--- config.mk ---
export PLATFORM = sky130hd
export DESIGN_NAME = sem_ctrl
export DESIGN_NICKNAME = d
export VERILOG_FILES = /design/src/hdl/sem_pkg.sv /design/src/hdl/sem_ctrl.sv
export VERILOG_INCLUDE_DIRS = /design/src /design/src/hdl
export SDC_FILE = /design/constraint.sdc
export NUM_CORES = 1
export LEC_CHECK = 0
export ABC_CLOCK_PERIOD_IN_PS = 5000
export BUFFER_PORTS_ARGS = -buffer_cell sky130_fd_sc_hd__buf_2
export CAP_MARGIN = 20
export CORE_AREA = 2 2 39 41
export CTS_BUF_LIST = sky130_fd_sc_hd__clkbuf_8 sky130_fd_sc_hd__clkbuf_16
export CTS_CLUSTER_SIZE = 25
export DETAILED_ROUTE_END_ITERATION = 8
export DIE_AREA = 0 0 41 43
export PLACE_DENSITY_LB_ADDON = 0.25
export SKIP_CTS_REPAIR_TIMING = 1
export SLEW_MARGIN = 20
export SYNTH_ARGS = -nofsm -noshare
export SYNTH_HDL_FRONTEND = slang
export SYNTH_SLANG_ARGS = --single-unit
--- constraint.sdc ---
create_clock -name aclk -period 5 [get_ports aclk]
set_clock_uncertainty 0.15 [all_clocks]
set_input_delay 0.25 -clock aclk [delete_from_list [all_inputs] [get_ports aclk]]
set_output_delay 0.25 -clock aclk [all_outputs]
set_load 0.005 [all_outputs]
--- src/hdl/sobel_edge_magnitude_defines.svh ---
// Assertion macros shared by the Sobel magnitude block.
// No dependencies; taken in by the files that carry assertions.
`ifndef SOBEL_EDGE_MAGNITUDE_DEFINES_SVH
`define SOBEL_EDGE_MAGNITUDE_DEFINES_SVH

// Same-cycle implication, checked outside reset.
`define SEM_ASSERT_NOW(lbl, clk, rstn, ante, cons, msg) \
    lbl: assert property (@(posedge clk) disable iff (!rstn) (ante) |-> (cons)) \
        else $error(msg);

// Next-cycle implication, checked outside reset.
`define SEM_ASSERT_NEXT(lbl, clk, rstn, ante, cons, msg) \
    lbl: assert property (@(posedge clk) disable iff (!rstn) (ante) |=> (cons)) \
        else $error(msg);

`endif

--- src/hdl/sem_pkg.sv ---
// Shared types and constants of the Sobel magnitude block.
// No dependencies.
package sem_pkg;

    localparam int DEF_MAX_WIDTH = 4096;
    localparam int HEIGHT_LIMIT  = 4096;
    localparam int PIX_W         = 8;
    localparam int CFG_W         = 13;
    localparam int ROW_W         = 13;
    localparam int IDX_W         = 2;
    localparam int ABS_W         = 10;
    localparam int SUM_W         = 21;
    localparam int ROOT_W        = 11;
    localparam int STEP_W        = 4;

    localparam logic [IDX_W-1:0] REG_WIDTH  = 2'd0;
    localparam logic [IDX_W-1:0] REG_HEIGHT = 2'd1;
    localparam logic [IDX_W-1:0] REG_MAXVAL = 2'd2;

    typedef logic [PIX_W-1:0] pix_t;

    typedef enum logic [6:0] {
        ST_IDLE = 7'b0000001,
        ST_WIN  = 7'b0000010,
        ST_GRAD = 7'b0000100,
        ST_SQX  = 7'b0001000,
        ST_SQY  = 7'b0010000,
        ST_ROOT = 7'b0100000,
        ST_HOLD = 7'b1000000
    } state_t;

    typedef struct packed {
        logic accept;
        logic window;
        logic grad;
        logic sqx;
        logic sqy;
        logic root_step;
        logic load_out;
    } cmd_t;

    typedef struct packed {
        logic has_out;
        logic root_done;
        logic out_free;
    } sts_t;

endpackage

--- src/hdl/sem_ctrl.sv ---
// Sequencer of the Sobel magnitude block: one item at a time.
// Depends on sem_pkg and sobel_edge_magnitude_defines.svh.
`include "sobel_edge_magnitude_defines.svh"
module sem_ctrl (
    input  logic          aclk,
    input  logic          aresetn,
    input  logic          s_valid,
    output logic          s_ready,
    input  sem_pkg::sts_t sts,
    output sem_pkg::cmd_t cmd
);
    import sem_pkg::*;

    state_t state_reg, state_next;

    assign s_ready = (state_reg == ST_IDLE);

    always_comb begin
        state_next    = state_reg;
        cmd           = '0;
        unique case (state_reg)
            ST_IDLE: begin
                if (s_valid) begin
                    cmd.accept = 1'b1;
                    state_next = ST_WIN;
                end
            end
            ST_WIN: begin
                cmd.window = 1'b1;
                state_next = sts.has_out ? ST_GRAD : ST_IDLE;
            end
            ST_GRAD: begin
                cmd.grad   = 1'b1;
                state_next = ST_SQX;
            end
            ST_SQX: begin
                cmd.sqx    = 1'b1;
                state_next = ST_SQY;
            end
            ST_SQY: begin
                cmd.sqy    = 1'b1;
                state_next = ST_ROOT;
            end
            ST_ROOT: begin
                cmd.root_step = 1'b1;
                if (sts.root_done) begin
                    state_next = ST_HOLD;
                end
            end
            ST_HOLD: begin
                if (sts.out_free) begin
                    cmd.load_out = 1'b1;
                    state_next   = ST_IDLE;
                end
            end
            default: state_next = ST_IDLE;
        endcase
    end

    always_ff @(posedge aclk) begin
        if (!aresetn) begin
            state_reg <= ST_IDLE;
        end else begin
            state_reg <= state_next;
        end
    end

    `SEM_ASSERT_NEXT(a_accept_to_win, aclk, aresetn, s_valid && s_ready,
        state_reg == ST_WIN, "accepted item did not enter window update")
    `SEM_ASSERT_NEXT(a_no_out_idle, aclk, aresetn, (state_reg == ST_WIN) && !sts.has_out,
        state_reg == ST_IDLE, "item without result did not return to idle")
    `SEM_ASSERT_NEXT(a_root_to_hold, aclk, aresetn, (state_reg == ST_ROOT) && sts.root_done,
        state_reg == ST_HOLD, "finished root did not move to output")

endmodule

# After elaboration in Yosys (flattened, before gate mapping)
# Index checks and enable logic that the tools add are counted.
# W data, S select, Z words.
# word_totals
word_cells	26
regBits	7
romBits	0
mem_bits_rw	0
mem_count	0
out_inout_bits	8
latchBits	0
# classes
div	0
eq_ne	10
mul	0
shift	0
reduce_logical	1
n_addsub	0
magnitude_cmp	0
mux	14
bitwise_logic	0
# op_table
operator	count
$pmux W7 S7	1
$mux W7	3
$mux W1	9
$eq A7 B1 Y1 const B	1
$eq A7 B2 Y1 const B	1
$eq A7 B3 Y1 const B	1
$eq A7 B4 Y1 const B	1
$eq A7 B5 Y1 const B	1
$eq A7 B6 Y1 const B	1
$eq A7 B7 Y1 const B	1
$ne A2 B2 Y1 const B	3
$mux W3	1
$reduce_and A3 Y1	1

# Longest topological paths before layout
# Gate-level depths: netlist of the first run.
# logic_depth
ltp_word	3
mapped_depth	5

# Worst setup path before layout of the first run
# No wires, ideal clock.
# synth_timing
path_type	reg-to-reg
startpoint	register state_reg[3]
endpoint	register state_reg[5]
required_ns	4.788
period_less_slack_ns	1.909
stages_incl_launch_ff	6
slack_ns	3.091
arrival_ns	1.697
cell_sequence	dfxtp_1 or4_4 buf_6 or4_4 nor2b_4 nor2b_4
# synth_between
elab_chain_len	3
# synth_rtl
item	line	source
from (decl)	sem_ctrl.sv:14	state_t state_reg, state_next;
from (signal assigned)	sem_ctrl.sv:64	state_reg <= state_next;
$eq A7 B6 Y1, or another cell as far along	sem_ctrl.sv:21	unique case (state_reg)
$ne A2 B2 Y1 (no line)	n/a	
$reduce_and A3 Y1 (no line)	n/a	
# Parallel ways exist; a longest one is shown, timed or not.
# A chain may end at the register's enable or synchronous reset.

==> key figures, run 1 <==
Yosys
  – Post-synth ARST share: 0
  – Mapped Area: 442 µm²
  – Leading area contributor after synthesis: dfxtp_1
  – Largest cells by area after synthesis: dfxtp_1 (32%), nor2b_4 (6.2%), nor2_1 (5.9%)
  – Synth Flop Type: dfxtp_1
  – Avg Synthesized Cell Area: 8.18 µm²
  – Synth cell types: 25
  – Post-synth EDFFs: 0
  – Synth Warn #: 0
  – Post-Synthesis Cells: 54
  – Yosys top cell area share: 0.317
  – Syn_nets: 60
  – Seq/Total Area, Yosys: 0.317
  – #FFs+latches synth: 7

Placement
  – DP Cell Count: 79
  – Count of input and output buffers: 13
  – Detailed placement HPWL: 676 µm
  – RePlAce Congestion: 0.730
  – Dpl ws: 3.10 ns

GRT
  – Grt ovf: 0
  – Vias in the first global route: 398
  – Pin count of the biggest net entering global routing: 11
  – M3 GR Usage: 0.0628
  – GR met1 Demand/Resource: 0.172
  – First-pass GRT wire length: 1.63 mm
  – Gr usage total: 0.141
  – Number of antenna violations at the first check in global routing: 0
  – Top Usage Layer GRT: met2
  – M2 GR Usage: 0.197

STA
  – Final worst-path setup slack: 2.91 ns
  – Unrepaired setup endpoints after global routing: false
  – Max Fclk: 0.477 GHz
  – Final hold vios: 0
  – Worst Tran Pin Value: 0.437 ns
  – Min cycle time layout: 2.09 ns
  – Slew headroom: 0.706
  – Final Max Tran Viols: 0
  – Finish-stage setup viols: 0
  – Setup TNS: 0 ns
  – Final worst path period share: 0.419

Worst hold path
  – WHS Path Cells: 3
  – Hold Path Class: in -> reg

Finish
  – Commonest non-fill, non-tap cell in the layout: buf_2
  – Synth-to-Final Area Change: 24.4%
  – Commonest non-fill, non-tap cells in the layout: buf_2 (13), nor2_1 (7), dfxtp_1 (7)
  – Nets: 74
  – Largest register FFs: 7
  – Cell Count, Final, Fillers Out: 83
  – Layout cell share with drive strength beyond 1: 0.358
  – Ant diodes: 0

Routing
  – Routed WL per cell: 10.9 µm
  – Post-Route WL: 901 µm
  – Router iterations before antenna repair: 2
  – Routed Antenna Nets: 0
  – Vias: 408
  – # DRC: 0
  – Vias per cell: 4.92
  – 1st-iter DRT viols: 5

Critical path
  – Reg2reg path depth: 4
  – Reg2reg start: state_reg[3]
  – CP endpoint kind: output pin
  – Data arrival, critical path: 1.69 ns
  – WS Path Type: reg -> out
  – Max FO, Critical Path: 7
  – R2R setup slack: 3.09 ns
  – Worst r2r dst: state_reg[2]
  – Worst endpoint required time: 4.60 ns
  – Worst setup SP type: flip-flop
  – Start point of the critical path: state_reg[3]
  – CP Capture Point: cmd[2]

Floorplanning
  – Chip height: 43 µm
  – Die X: 41 µm
  – Total die area: 0.00176 mm²
  – Core area: 0.00138 mm²
  – Row cnt: 14
  – I/O pin count: 14
  – Starting Density: 0.319

Clock tree
  – Htree depth: 1
  – Clk pin slew, worst setup/hold paths: 0.04 ns
  – Root Driver: clkbuf_8
  – Clock Sinks: 7
  – Bufs on Longest Clock Path: 2
  – Clk_lat worst skew: 0.23 ns
  – CTS tree: done
  – CTS Buf Count: 3

Run status
  – Status: finished, final reports clean

Pwr
  – Worst vdd ir: 0.000114 V
  – PD cells: 312 mW/mm²
  – P_leak: 0.244 nW

Run
  – Max cap viols: 0
-- worst min-delay path by stage --
stage                     slack (ns)            to   start
after floorplan                 0.21  state_reg[2]  sts[2]
after global placement          0.36  state_reg[2]  sts[2]
after detailed placement        0.36  state_reg[2]  sts[2]
after CTS                       0.12  state_reg[2]  sts[2]
after global routing            0.13  state_reg[2]  sts[2]
final                           0.12  state_reg[2]  sts[2]
-- where the power goes --
group	internal, mW	switching [mW]	total [mW]	leakage, nW
clock network	0.0531	0.0252	0.0783	0.0269
registers	0.0591	0.00393	0.0630	0.0569
logic	0.0140	0.0157	0.0298	0.161
-- stage by stage --
stage / utilization / hold slack [ns] / power [mW] / instance area (µm²)
after CTS: 0.397 / 0.119 / 0.174 / 549
after global routing: 0.397 / 0.130 / 0.181 / 549
after global placement: 0.364 / 0.356 / 0.0937 / 504
after floorplan: - / 0.214 / 0.0863 / 442
final: 0.397 / 0.125 / 0.171 / 549
after detailed placement: 0.364 / 0.356 / 0.0939 / 504
-- cells by family (layout without fill, tap and decap cells) --
family	after synthesis	in the layout	synth area share
compound gates	7	7	0.110
simple gates	33	33	0.496
flops	7	7	0.317
buf+inv	7	20	0.0765
-- critical path, stage by stage (launching register included) --
cell	delay, ns
dfxtp_1	0.33
or4_4	0.59
nor4b_2	0.36
buf_2	0.18
-- cell usage after synthesis, types with 2 or more instances --
library cell and count:
and3_1 2, clkbuf_1 3, dfxtp_1 7, inv_1 3, nand2_1 3, nand2b_1 2, nor2_1 7, nor2b_4 2
nor3_1 3, nor4_1 4, o21ai_0 2, o31ai_1 2, or4_4 2
-- metal layers --
| layer | wire (µm) | vias to the layer above | share of wire |
|---|---|---|---|
| met5 | 0 | - | 0 |
| met4 | 15 | 0 | 0.017 |
| met3 | 37 | 2 | 0.041 |
| met2 | 438 | 6 | 0.49 |
| met1 | 409 | 180 | 0.45 |
| li1 | - | 220 | - |
-- area by class of cell --
type	count	area (µm²)
Timing Repair Buffer	13	65.1
Clock buffer	3	41.3
Sequential cell	7	140
Tap cell	16	20.0
Inverter	3	11.3
Clock inverter	1	3.75
Multi-Input combinational cell	40	268
Fill cell	144	835
(Power assumes the default switching activity.)
==> run 2, diff against run 1 <==
--- a/config.mk
+++ b/config.mk
@@ -6,7 +6,8 @@
 export SDC_FILE = /design/constraint.sdc
 export NUM_CORES = 1
 export LEC_CHECK = 0
-export ABC_CLOCK_PERIOD_IN_PS = 5000
+export ABC_AREA = 1
+export ABC_CLOCK_PERIOD_IN_PS = 2160
 export BUFFER_PORTS_ARGS = -buffer_cell sky130_fd_sc_hd__buf_2
 export CAP_MARGIN = 20
 export CORE_AREA = 2 2 39 41
==> constraint.sdc (replaced) <==
create_clock -name aclk -period 2.16 [get_ports aclk]
set_clock_uncertainty 0.15 [all_clocks]
set_input_delay 0.108 -clock aclk [delete_from_list [all_inputs] [get_ports aclk]]
set_output_delay 0.108 -clock aclk [all_outputs]
set_load 0.005 [all_outputs]
==> key figures, run 2 <==
Critical path
  – Worst setup SP type: flip-flop
  – R2R setup slack: 0.88 ns (-2.21 ns)
  – Data arrival, critical path: 1.19 ns (-0.50 ns)
  – Reg2reg start: state_reg[1]
  – CP Capture Point: cmd[6]
  – Worst r2r dst: state_reg[0]
  – Reg2reg path depth: 8 (+4)
  – Max FO, Critical Path: 4 (-3)
  – CP endpoint kind: output pin
  – Start point of the critical path: state_reg[1]
  – Worst endpoint required time: 1.90 ns (-2.70 ns)
  – WS Path Type: reg -> out

Run status
  – Status: finished, violations left
  – Failing checks: hold timing

Clock tree
  – Clock Sinks: 7 (unchanged)
  – Clk_lat worst skew: 0.23 ns (about the same)
  – Clk pin slew, worst setup/hold paths: 0.04 ns (about the same)
  – CTS Buf Count: 3 (unchanged)
  – Htree depth: 1 (unchanged)
  – Bufs on Longest Clock Path: 2 (unchanged)
  – CTS tree: done
  – Root Driver: clkbuf_8

Floorplanning
  – Starting Density: 0.324 (+0.00452)
  – Chip height: 43 µm (unchanged)
  – I/O pin count: 14 (unchanged)
  – Row cnt: 14 (unchanged)
  – Total die area: 0.00176 mm² (unchanged)
  – Die X: 41 µm (unchanged)
  – Core area: 0.00138 mm² (unchanged)

Yosys
  – Syn_nets: 75 (+25%)
  – Avg Synthesized Cell Area: 6.49 µm² (-21%)
  – Synth cell types: 15 (-40%)
  – Largest cells by area after synthesis: dfxtp_1 (31%), inv_1 (13%), nand2_1 (9.2%)
  – Synth Flop Type: dfxtp_1
  – Synth Warn #: 0 (unchanged)
  – Seq/Total Area, Yosys: 0.313 (-0.00443)
  – Post-synth ARST share: 0 (unchanged)
  – Yosys top cell area share: 0.313 (-0.00443)
  – Mapped Area: 448 µm² (+1.4%)
  – Leading area contributor after synthesis: dfxtp_1
  – Post-synth top cells: inv_1 (16), nand2_1 (11), nor2_1 (11), dfxtp_1 (7), nand3_1 (6)
  – Post-synth EDFFs: 0 (unchanged)
  – #FFs+latches synth: 7 (unchanged)
  – Post-Synthesis Cells: 69 (+28%)
  – Most frequent cell after synthesis: inv_1

STA
  – Unrepaired setup endpoints after global routing: false
  – Max Fclk: 0.689 GHz
  – Final hold vios: 1 (+1)
  – Final Max Tran Viols: 0 (unchanged)
  – Min cycle time layout: 1.45 ns
  – Final worst path period share: 0.672
  – Slew headroom: 0.836 (+0.130)
  – Setup TNS: 0 ns (unchanged)
  – Hold WS: -0.0103 ns (-0.135 ns)
  – Finish-stage setup viols: 0 (unchanged)
  – Worst Tran Pin Value: 0.246 ns (-0.191 ns)

Pwr
  – P_int: 0.278 mW (+120%)
  – Sequential power share: 0.365 (-0.003)
  – Worst vdd ir: 0.000295 V (+160%)
  – Clock Power Share: 0.489 (+0.031)
  – P_leak: 0.350 nW (+43%)
  – Net Sw Power: 0.0993 mW (+120%)
  – Logic pwr share: 0.146 (-0.028)
  – PD cells: 653 mW/mm² (+110%)
  – Switching share of total power: 0.263 (+0.00105)

Placement
  – DP Cell Count: 98 (+24%)
  – RePlAce Congestion: 0.850 (+17%)
  – Detailed placement HPWL: 722 µm (+6.8%)
  – Count of input and output buffers: 13 (unchanged)

GRT
  – Grt ovf: 0 (unchanged)
  – Gr usage total: 0.136 (-0.00531)
  – Vias in the first global route: 402 (+1.0%)
  – First-pass GRT wire length: 1.55 mm (-5.1%)
  – Number of antenna violations at the first check in global routing: 0 (unchanged)
  – Pin count of the biggest net entering global routing: 7 (-4)

Finish
  – Fillers: 145 (+0.69%)
  – Layout cell share with drive strength beyond 1: 0.349 (-0.00937)
  – Ant diodes: 0 (unchanged)
  – Commonest non-fill, non-tap cell in the layout: inv_1
  – Commonest non-fill, non-tap cells in the layout: inv_1 (17), buf_2 (13), nand2_1 (11), nor2_1 (11), dfxtp_1 (7)
  – Largest register FFs: 7 (unchanged)
  – Cell Count, Final, Fillers Out: 102 (+23%)
  – Synth-to-Final Area Change: 29.1%
  – Register area: 140 µm² (unchanged)
  – Footprint of the multi-input gates: 236 µm² (-12%)
  – Nets: 93 (+26%)

Routing
  – Vias per cell: 4.44 (-9.7%)
  – Router iterations before antenna repair: 2 (unchanged)
  – 1st-iter DRT viols: 12 (+7)
  – Routed WL per cell: 9.04 µm (-17%)
  – Routed Antenna Nets: 0 (unchanged)
  – # DRC: 0 (unchanged)
  – Post-Route WL: 922 µm (+2.3%)
  – Vias: 453 (+11%)

Run
  – Max cap viols: 0 (unchanged)

Worst hold path
  – Hold Path Origin: aresetn
  – Hold Path Class: in -> reg
run 2: worst max-delay path: stages, from the launching register on:
cell	delay [ns]
dfxtp_1	0.32
inv_1	0.09
nand2_1	0.05
nor2_1	0.15
nand2_1	0.13
nor2_1	0.10
buf_2	0.11
run 2: final cells by class:
class                   instances  area share
clock buffers                   3      0.0714
clock inverters                 1     0.00649
inverters                      19       0.123
multi-input cells              43       0.409
flip-flops and latches          7       0.242
well taps                      16      0.0346
repair buffers                 13       0.113
run 2: how the worst min path moves through the flow:
stage	depth (start not counted)	to	slack, ns
CTS	4	state_reg[0]	-0.01
global placement	4	state_reg[0]	0.24
floorplan	3	state_reg[0]	0.10
detailed placement	4	state_reg[0]	0.23
finish	4	state_reg[0]	-0.01
global route	4	state_reg[0]	0.01
run 2: power groups by stage:
stage	registers, mW	logic (mW)	clock network [mW]
finish	0.138	0.0552	0.184
global route	0.138	0.0624	0.193
CTS	0.138	0.0553	0.187
detailed placement	0.140	0.0549	0
global placement	0.140	0.0543	0
floorplan	0.139	0.0385	0
run 2: metal layers:
layer	track usage	share of wire
met5	0	0
met4	0.100	0.043
met3	0.0471	0.063
met2	0.188	0.41
met1	0.165	0.49
run 2: kinds of logic (layout without fill, tap and decap cells):
kind of cell,Yosys count,in the layout,share of synthesized area
and+or+nand+nor,41,41,0.489
buffers and inverters,19,36,0.159
DFF,7,7,0.313
AOI/OAI and AO/OA,2,2,0.0391
run 2: through the flow:
| stage | hold slack (ns) | instance area (µm²) | setup WS [ns] | power [mW] | utilization |
|---|---|---|---|---|---|
| 6_report | -0.0103 | 578 | 0.710 | 0.377 | 0.418 |
| 5_1_grt | 0.0125 | 578 | 0.610 | 0.393 | 0.418 |
| 4_1_cts | -0.0133 | 578 | 0.709 | 0.380 | 0.418 |
| 3_5_place_dp | 0.228 | 533 | 0.905 | 0.195 | 0.385 |
| 3_3_place_gp | 0.236 | 533 | 0.913 | 0.194 | 0.385 |
| 2_1_floorplan | 0.105 | 448 | 1.00 | 0.177 | - |
